==> config.mk <==
export PLATFORM = sky130hd
export DESIGN_NAME = hilbert_curve_converter
export DESIGN_NICKNAME = d
export VERILOG_FILES = /design/src/rtl/core/hcc_pkg.sv /design/src/rtl/core/hcc_step.sv /design/src/rtl/core/hilbert_curve_converter.sv
export SDC_FILE = /design/constraint.sdc
export NUM_CORES = 1
export LEC_CHECK = 0
export BUFFER_PORTS_ARGS = -buffer_cell sky130_fd_sc_hd__buf_4
export CAP_MARGIN = 25
export CORE_ASPECT_RATIO = 1.75
export CORE_MARGIN = 2
export CORE_UTILIZATION = 45
export DETAILED_ROUTE_END_ITERATION = 6
export PLACE_DENSITY = 0.61
export SLEW_MARGIN = 20
export SYNTH_ARGS = -nofsm -noshare
export SYNTH_HDL_FRONTEND = slang
export SYNTH_HIERARCHICAL = 1
export SYNTH_SLANG_ARGS = --single-unit
==> constraint.sdc <==
create_clock -name clk -period 4.25 [get_ports clk]
set_input_delay 0.85 -clock clk [delete_from_list [all_inputs] [get_ports clk]]
set_output_delay 0.85 -clock clk [all_outputs]
set_load 0.1 [all_outputs]
==> src/rtl/core/hcc_pkg.sv <==
// hcc_pkg: widths, limits and the per-level datapath record for the hilbert curve converter
// no dependencies; used by hcc_step and hilbert_curve_converter

package hcc_pkg;

    // field widths
    localparam int COORD_W = 16;
    localparam int POS_W   = 32;
    localparam int ORD_W   = 5;

    // largest supported curve order
    localparam logic [ORD_W-1:0] ORD_MAX = 5'd16;

    // request opcodes
    localparam logic OP_ENCODE = 1'b0;
    localparam logic OP_DECODE = 1'b1;

    // working registers of one conversion
    typedef struct packed {
        logic [POS_W-1:0]   acc;   // position being built (encode) or consumed (decode)
        logic [COORD_W-1:0] x;     // column, current level aligned to the top bit
        logic [COORD_W-1:0] y;     // row, current level aligned to the top bit
        logic [COORD_W-1:0] mask;  // decode: coordinate bits filled so far
    } lvl_state_t;

endpackage

==> src/rtl/core/hcc_step.sv <==
// hcc_step: one bit level of hilbert encode or decode, shared by both directions
// depends on hcc_pkg

module hcc_step
(
    input  logic               opcode,
    input  hcc_pkg::lvl_state_t cur,
    output hcc_pkg::lvl_state_t nxt
);

    logic                        rx;
    logic                        ry;
    logic [hcc_pkg::COORD_W-2:0] lx;
    logic [hcc_pkg::COORD_W-2:0] ly;
    logic [hcc_pkg::COORD_W-1:0] cx;
    logic [hcc_pkg::COORD_W-1:0] cy;

    always_comb
    begin
        nxt = cur;
        lx  = '0;
        ly  = '0;
        cx  = '0;
        cy  = '0;
        if (opcode == hcc_pkg::OP_ENCODE)
        begin
            // top level bits give the quadrant, code is (3*rx) xor ry
            rx = cur.x[hcc_pkg::COORD_W-1];
            ry = cur.y[hcc_pkg::COORD_W-1];
            lx = cur.x[hcc_pkg::COORD_W-2:0];
            ly = cur.y[hcc_pkg::COORD_W-2:0];
            // rotate the lower bits
            if (!ry)
            begin
                if (rx)
                begin
                    lx = ~lx;
                    ly = ~ly;
                end
                nxt.x = {ly, 1'b0};
                nxt.y = {lx, 1'b0};
            end
            else
            begin
                nxt.x = {lx, 1'b0};
                nxt.y = {ly, 1'b0};
            end
            nxt.acc = {cur.acc[hcc_pkg::POS_W-3:0], rx, rx ^ ry};
        end
        else
        begin
            // low two position bits give the quadrant
            rx = cur.acc[1];
            ry = cur.acc[0] ^ cur.acc[1];
            cx = cur.x;
            cy = cur.y;
            // rotate the partial coordinates built so far
            if (!ry)
            begin
                if (rx)
                begin
                    cx = cx ^ cur.mask;
                    cy = cy ^ cur.mask;
                end
                nxt.x = {rx, cy[hcc_pkg::COORD_W-1:1]};
                nxt.y = {ry, cx[hcc_pkg::COORD_W-1:1]};
            end
            else
            begin
                nxt.x = {rx, cx[hcc_pkg::COORD_W-1:1]};
                nxt.y = {ry, cy[hcc_pkg::COORD_W-1:1]};
            end
            nxt.mask = {1'b1, cur.mask[hcc_pkg::COORD_W-1:1]};
            nxt.acc  = {2'b00, cur.acc[hcc_pkg::POS_W-1:2]};
        end
    end

endmodule

==> src/rtl/core/hilbert_curve_converter.sv <==
// hilbert_curve_converter: top level, sequencer around the shared level unit
// depends on hcc_pkg and hcc_step
// a start transfer runs one level in hcc_step per curve order level (order saturated at 16)
// a new request is taken only while idle; the levels run one bit level per cycle in hcc_step
// busy is high from the start transfer until done rises
// done shows for one cycle; the result holds until the next result; the receiver cannot stall it
// reset (rst_n, async low) returns the sequencer to idle and clears done

module hilbert_curve_converter
(
    input  logic                         clk,
    input  logic                         rst_n,
    input  logic                         start,
    output logic                         busy,
    input  logic                         opcode,
    input  logic [hcc_pkg::ORD_W-1:0]    curve_order,
    input  logic [hcc_pkg::COORD_W-1:0]  column,
    input  logic [hcc_pkg::COORD_W-1:0]  row,
    input  logic [hcc_pkg::POS_W-1:0]    position_in,
    output logic                         done,
    output logic [hcc_pkg::POS_W-1:0]    position_out,
    output logic [hcc_pkg::COORD_W-1:0]  column_out,
    output logic [hcc_pkg::COORD_W-1:0]  row_out
);

    localparam logic ST_IDLE = 1'b0;
    localparam logic ST_RUN  = 1'b1;

    logic                        state_reg, state_next;
    logic [hcc_pkg::ORD_W-1:0]   cnt_reg, cnt_next;
    logic [hcc_pkg::ORD_W-1:0]   shift_reg, shift_next;
    logic                        op_reg, op_next;
    hcc_pkg::lvl_state_t         work_reg, work_next;
    logic                        done_reg, done_next;
    logic [hcc_pkg::POS_W-1:0]   pos_reg, pos_next;
    logic [hcc_pkg::COORD_W-1:0] col_reg, col_next;
    logic [hcc_pkg::COORD_W-1:0] row_reg, row_next;

    logic [hcc_pkg::ORD_W-1:0]   ord_sat;
    logic [hcc_pkg::ORD_W-1:0]   ord_shift;
    hcc_pkg::lvl_state_t         step_out;

    // shared level unit
    hcc_step u_step
    (
        .opcode (op_reg),
        .cur    (work_reg),
        .nxt    (step_out)
    );

    // saturate the order and find the alignment shift
    assign ord_sat   = (curve_order > hcc_pkg::ORD_MAX) ? hcc_pkg::ORD_MAX : curve_order;
    assign ord_shift = hcc_pkg::ORD_MAX - ord_sat;

    // sequencer and datapath next values
    always_comb
    begin
        state_next = state_reg;
        cnt_next   = cnt_reg;
        shift_next = shift_reg;
        op_next    = op_reg;
        work_next  = work_reg;
        done_next  = 1'b0;
        pos_next   = pos_reg;
        col_next   = col_reg;
        row_next   = row_reg;
        case (state_reg)
            ST_IDLE:
            begin
                if (start)
                begin
                    state_next     = ST_RUN;
                    cnt_next       = ord_sat;
                    shift_next     = ord_shift;
                    op_next        = opcode;
                    // encode builds the position from zero, decode consumes the input
                    work_next.acc  = (opcode == hcc_pkg::OP_ENCODE) ? '0 : position_in;
                    work_next.x    = column << ord_shift;
                    work_next.y    = row << ord_shift;
                    work_next.mask = '0;
                end
            end
            ST_RUN:
            begin
                if (cnt_reg != '0)
                begin
                    work_next = step_out;
                    cnt_next  = cnt_reg - 5'd1;
                end
                else
                begin
                    // all levels done: load the result transfer
                    state_next = ST_IDLE;
                    done_next  = 1'b1;
                    if (op_reg == hcc_pkg::OP_ENCODE)
                    begin
                        pos_next = work_reg.acc;
                        col_next = '0;
                        row_next = '0;
                    end
                    else
                    begin
                        pos_next = '0;
                        col_next = work_reg.x >> shift_reg;
                        row_next = work_reg.y >> shift_reg;
                    end
                end
            end
            default:
            begin
                state_next = ST_IDLE;
            end
        endcase
    end

    // control registers
    always_ff @(posedge clk or negedge rst_n)
    begin
        if (!rst_n)
        begin
            state_reg <= ST_IDLE;
            cnt_reg   <= '0;
            done_reg  <= 1'b0;
        end
        else
        begin
            state_reg <= state_next;
            cnt_reg   <= cnt_next;
            done_reg  <= done_next;
        end
    end

    // payload registers
    always_ff @(posedge clk)
    begin
        shift_reg <= shift_next;
        op_reg    <= op_next;
        work_reg  <= work_next;
        pos_reg   <= pos_next;
        col_reg   <= col_next;
        row_reg   <= row_next;
    end

    assign busy         = (state_reg != ST_IDLE);
    assign done         = done_reg;
    assign position_out = pos_reg;
    assign column_out   = col_reg;
    assign row_out      = row_reg;

endmodule

Word level (Yosys, flattened, before mapping):

Cells that the tools add are included.

* add/sub/neg operators: 2
* shifts and indexed selects: 4
* multiplexer cells: 21
* bitwise operators: 8
* reduce and logical (&&, ||, !) cells: 5
* order comparisons: 1
* eq/ne operators: 3

Operators with widths (number)
* two-way mux 80 bit: 2
* one-hot mux 80 bit (2 select lines): 1
* two-way mux 32 bit: 2
* two-way mux 64 bit: 1
* two-way mux 16 bit: 3
* left shift 16 x 5 -> 16 bit: 2
* >> shifter 16 x 5 -> 16 bit: 2
* bitwise XOR 16 bit: 2
* two-way mux 31 bit: 1
* two-way mux 15 bit: 2
* NOT 15 bit: 2
* two-way mux 5 bit: 3
* one-hot mux 5 bit (2 select lines): 1
* AND reduction 2 bit: 3
* greater-than comparator 5 bit, second input constant: 1
* nonzero test 5 bit: 1
* subtractor 5 x 1 -> 5 bit, second input constant: 1
* subtractor 5 bit, first input constant: 1
* two-way mux 1 bit: 4
* != test 2 x 1 -> 1 bit, second input constant: 2
* AND reduction 3 bit: 1
* != test 2 bit, second input constant: 1
* NOT 1 bit: 2
* one-hot mux 1 bit (2 select lines): 1
* bitwise XOR 1 bit: 2

* register bits after elaboration: 157
* logic and storage cells: 56
* input port bits: 73

Longest topological paths before layout:

Gate-level depths: netlist of run 1.

* depth after elaboration: 6
* depth in mapped cells: 12

By module:

The synthesis of run 1 kept the hierarchy.

Modules (own cells, without submodules)
* hilbert_curve_converter: instances 1, area an instance 8737.1 um^2, seq. area each 4679.5 um^2, cells each 737
* hcc_step: instances 1, area an instance 2711.4 um^2, seq. area each 0.0 um^2, cells each 378

Worst setup path after synthesis of run 1:

No wires, ideal clock.

* path type: reg-to-reg
* from: reg state_reg, in the netlist busy
* to: reg work_reg[0] (netlist name) (enable)
* required time: 3.816 ns
* period minus slack after synthesis: 3.473 ns
* stages on the path, launching flop included: 4
* arrival: 3.039 ns
* setup time: 0.434 ns
* setup slack: 0.777 ns
* cells stage by stage: dfrtp_1 clkbuf_1 o21ai_0 inv_1

* longest elaborated chain between the ends: 3

Ends and longest elaborated chain
* from (decl): RTL line hilbert_curve_converter.sv:29 `logic state_reg, state_next;`
* from (signal assigned): RTL line hilbert_curve_converter.sv:127 `state_reg <= state_next;`
* NOT 1 bit (no line)
* != test 2 bit (no line)
* AND reduction 3 bit (no line) *
* to (signal assigned): RTL line hilbert_curve_converter.sv:138 `work_reg <= work_next;`
* to (decl): RTL line hilbert_curve_converter.sv:33 `hcc_pkg::lvl_state_t work_reg, work_next;`

Every way passes the cells marked *; elsewhere a longest branch is shown, timed or not.
A chain may end at the register's enable or synchronous reset.

==> results.ini, run 1 <==
[global_routing]
busiest_layer = met2
met2_usage_pct = 45.9
grtUsageMet1_pct = 28.0
antenna_found_initial = 0
first_global_vias = 8928
globalRoute.totalOverflow = 0
met3_usage_pct = 2.87
grt_max_degree = 66
grt_pass1_wl_um = 52000
track_usage_pct = 25.0

[cts]
cts_htree_levels = 4
cts_sinks = 156
postCtsSetupBuffers = 0
cts_resized = 0
cts-root-buf = clkbuf_16
cts_buffers = 17
clkTransAtPathRegs_ps = 60
cts_tree = done
cts.path.max_buffers = 2
holdBufCountCts = 0
clk_latency_ps = 450

[worst_setup_path]
required_ps = 4430
endpoint_kind = flop
path_class = input pin to flop
crit_fanout = 27
start_kind = input pin
worst_ep_arrival_time_ps = 3480

[sta]
timing.hold.ws_ps = 202
tns_ps = 0
fin_crit_sh_pct = 77.7
rsz0062_at_grt = false
finClkSkew_ps = 9.28
slew_violations = 0
timing.fmax_mhz = 303
tightest_slew_ps = 1000
setup_violations = 0
relSlewSlack_pct = 33.2
min_period_ps = 3300
fin_ws_ps = 947
final_hold_viol_count = 0

[pwr]
finalPower_uw = 10100
power.density_nw_per_um2 = 768
ir_worst_vdd_mv = 0.350
p_leak_uw = 0.00494

[placement]
place_ws_ps = 576
place_congestion = 0.942
hpwlAfterDp_um = 24800
port_buffers = 138

[final_layout]
layout.nets = 1280
drive_above_1_share_pct = 24.0
antenna_cells = 0
largest_reg_flops = 79
area_delta_synth_final_pct = 15.2

[detailed_routing]
postRouteAntennaNets = 0
drt_first_iter_violations = 562
route.detailed.drc = 0
drt_wl_total_um = 33600
vias_per_cell = 6.07
vias = 9299
drtPass1Iterations = 5
wire_per_inst_um = 21.9

[logic_synthesis]
synthesis.instances = 1112
syn_avg_cell_area_um2 = 10.3
syn-num-nets = 1188
synth_warnings = 6
netlist_area_um2 = 11400

[flow_run]
maxCapViolations = 0

[floorplan]
io_pins = 139
start_util_pct = 45.5
die_area_um2 = 26700
die-height_um = 215
rows = 77
die_w_um = 124
coreArea_um2 = 25000

[hold_path]
min_path_type = input pin to async pin

[status]
status = complete, no violations

power by group:
group | leakage [µW] | switching, µW | total [µW] | internal, µW
Sequential | 0.00158 | 891 | 3470 | 2580
Combinational | 0.00310 | 3090 | 5220 | 2140
Clock | 0.000255 | 650 | 1400 | 751
Total | 0.00494 | 4630 | 10100 | 5470
routing by layer:
metal | part of all wire (%) | routed length [µm]
met4 | 5.1 | 1720
met1 | 37 | 12400
met2 | 54 | 18000
met5 | 0 | 0
met3 | 4.5 | 1520
critical path: stages:
cell and delay (ps):
buf_4 160, inv_1 220, nand2_1 130, ha_1 240, buf_4 250, xnor2_1 560
nor2_1 130, a22oi_1 210, o21ai_0 220, o21ai_0 340, o21ai_0 150
through the flow:
stage	std cells	util [%]	instance area, µm²
after floorplan	1112	-	11400
after CTS	1532	52.4	13100
after global placement	1500	50.3	12600
after global routing	1533	52.5	13100
final	1533	52.5	13100
after detailed placement	1500	50.3	12600
final cells by class:
class	instances	area, µm²
multi-input cells	834	6160
clock buffers	17	425
fillers	2342	11900
well taps	316	395
clock inverters	15	111
repair buffers	169	1290
flip-flops and latches	156	4650
inverters	26	101
path summary, 6_finish.rpt:
| kind | start | endpoint | slack [ps] | depth (start not counted) |
|---|---|---|---|---|
| hold reg to reg | cnt_reg[1] | cnt_reg[1] | 570 | 2 |
| max in group asynchronous | rst_n | busy | 3920 | 1 |
| setup / recovery | curve_order[4] | work_reg[45] | 950 | 11 |
| min in group clk | cnt_reg[1] | cnt_reg[1] | 570 | 2 |
| hold / removal | rst_n | cnt_reg[3] | 200 | 1 |
| setup reg to reg | work_reg[49] | work_reg[24] | 1500 | 8 |
cell usage in the layout, fill, tap and decap left out, drive strengths merged, types with 29 or more instances in the layout:
cell,n
nand2,83
o21ai,73
xnor2,49
buf,169
a21oi,54
inv,29
a31oi,33
mux2i,80
a22o,34
nand2b,37
edfxtp,149
nor2b,60
nor2,43
mux2,54
Power figures use the tool's default switching activity.
==> run 2: changes to the inputs <==
Clock period 4.25 ns to 3.45 ns, I/O delays scaled along.
==> results.ini, run 2 (synthesized netlist as in run 1, its figures left out) <==
[cts]
cts.path.max_buffers = 2  ; unchanged
clkTransAtPathRegs_ps = 70  ; about the same
cts_tree = done
cts_buffers = 17  ; unchanged
cts_resized = 0  ; unchanged
cts-root-buf = clkbuf_16
postCtsSetupBuffers = 0  ; unchanged
holdBufCountCts = 0  ; unchanged
cts_htree_levels = 4  ; unchanged
clk_latency_ps = 450  ; about the same
cts_sinks = 156  ; unchanged

[floorplan]
io_pins = 139  ; unchanged
start_util_pct = 45.5  ; unchanged
rows = 77  ; unchanged
coreArea_um2 = 25000  ; unchanged
die_w_um = 124  ; unchanged
die_area_um2 = 26700  ; unchanged
die-height_um = 215  ; unchanged

[placement]
hpwlAfterDp_um = 25100  ; +1.2%
place_congestion = 0.979  ; +3.9%
port_buffers = 138  ; unchanged

[global_routing]
grt_max_degree = 99  ; +50%
met2_usage_pct = 46.3  ; +0.36 points
antenna_found_initial = 0  ; unchanged
grt_pass1_wl_um = 53300  ; +2.5%
track_usage_pct = 25.6  ; +0.56 points
busiest_layer = met2
met3_usage_pct = 3.89  ; +1.0 points
first_global_vias = 9157  ; +2.6%
globalRoute.totalOverflow = 0  ; unchanged
grtUsageMet1_pct = 28.0  ; -0.074 points

[pwr]
p_sw_share_pct = 45.3  ; -0.55 points
clkPwrFrac_pct = 14.6  ; +0.7 points
p_leak_uw = 0.00502  ; +1.8%
ir_worst_vdd_mv = 0.472  ; +35%
p_seq_share_pct = 32.8  ; -1.6 points
power.density_nw_per_um2 = 955  ; +24%
p_int_uw = 6960  ; +27%
p_switching_uw = 5760  ; +25%
p_comb_share_pct = 52.6  ; +0.9 points

[detailed_routing]
drtPass1Iterations = 5  ; unchanged
postRouteAntennaNets = 0  ; unchanged
route.detailed.drc = 0  ; unchanged
drt_first_iter_violations = 695  ; +24%
wire_per_inst_um = 22.4  ; +2.1%
vias_per_cell = 6.01  ; -0.98%
drt_wl_total_um = 34500  ; +2.6%
vias = 9250  ; -0.53%

[worst_setup_path]
rr_startpoint = work_reg[48]
start_kind = input pin
required_ps = 3650  ; -780 ps
path_class = input pin to flop
reg2regPathDepth = 6  ; -2
endpoint_kind = flop
r2r_slack_ps = 880  ; -620 ps
crit_fanout = 26  ; -3.7%
worst_ep_arrival_time_ps = 2920  ; -560 ps
reg2reg_to = work_reg[34]

[final_layout]
layout_common_cells = buf_4, edfxtp_1, nand2_1, mux2i_1, o21ai_0
area_delta_synth_final_pct = 16.9
antenna_cells = 0  ; unchanged
largest_reg_flops = 79  ; unchanged
n_fill_cell = 2291  ; -2.2%
layout_commonest_cell = buf_4
layout.nets = 1288  ; +0.63%
drive_above_1_share_pct = 24.5  ; +0.52 points

[sta]
min_period_ps = 2720
tightest_slew_ps = 941  ; -61.6 ps
setup_violations = 0  ; unchanged
timing.fmax_mhz = 368
timing.hold.ws_ps = 32.8  ; -169 ps
final_hold_viol_count = 0  ; unchanged
finClkSkew_ps = 10.7  ; +1.37 ps
tns_ps = 0  ; unchanged
rsz0062_at_grt = false
slew_violations = 0  ; unchanged
fin_crit_sh_pct = 78.9
relSlewSlack_pct = 36.6  ; +3.4 points

[status]
status = complete, no violations

[flow_run]
maxCapViolations = 0  ; unchanged

[hold_path]
min_path_type = input pin to async pin

==> run 2: cell types whose count changed in the layout (fill, tap and decap cells not counted), moves of 2 or more <==
cell       before  now
clkinv_1        5    2
bufinv_16       0    2
inv_6           5    3
buf_12          2    8
clkbuf_1        0    2
==> run 2: per-stage QoR <==
stage	power, µW	std cells	util (%)	setup WS [ps]	instance area [µm²]
2_1_floorplan	9070	1112	-	128	11400
3_3_place_gp	10700	1507	50.8	334	12700
3_5_place_dp	10800	1507	50.8	270	12700
4_1_cts	12700	1538	53.1	760	13300
5_1_grt	13500	1540	53.2	586	13300
6_report	12700	1540	53.2	730	13300
==> run 2: power by group through the flow <==
stage                     combinational, µW  sequential (µW)  clock (µW)
final                                  6690             4180        1860
after CTS                              6640             4170        1880
after detailed placement               6620             4200           0
after global placement                 6540             4190           0
after floorplan                        4380             4690           0
after global routing                   7250             4270        1960
==> run 2: how the worst max path moves through the flow <==
stage / slack, ps / to / from / cells after the start
2_1_floorplan: 130 / work_reg[10] / busy / 5
3_3_place_gp: 330 / work_reg[31] / curve_order[4] / 10
3_5_place_dp: 270 / work_reg[31] / curve_order[4] / 10
4_1_cts: 760 / work_reg[31] / curve_order[4] / 10
5_1_grt: 590 / work_reg[31] / curve_order[4] / 11
6_report: 730 / work_reg[31] / curve_order[4] / 10
==> run 2: worst max-delay path: stages <==
cell      delay, ps
buf_4           170
nand2b_1        190
ha_1            270
buf_12          190
xnor2_4         160
inv_4           210
mux4_2          560
a32o_1          260
a21oi_1         110
o21ai_1          80
==> run 2: cell type report <==
type	instances	area (µm²)	share of cell area, %
multi-input combinational	834	6160	46.2
sequential	156	4650	34.9
timing repair buffer	177	1450	10.8
clock buffer	19	433	3.25
tap	316	395	2.97
clock inverter	12	140	1.05
inverter	26	104	0.779
==> run 2: routing by layer <==
metal	part of all wire [%]	up-vias	wire length, µm
li1	-	4392	-
met1	36	4427	12500
met2	53	337	18400
met3	4.5	94	1540
met4	5.8	0	2010
met5	0	-	0
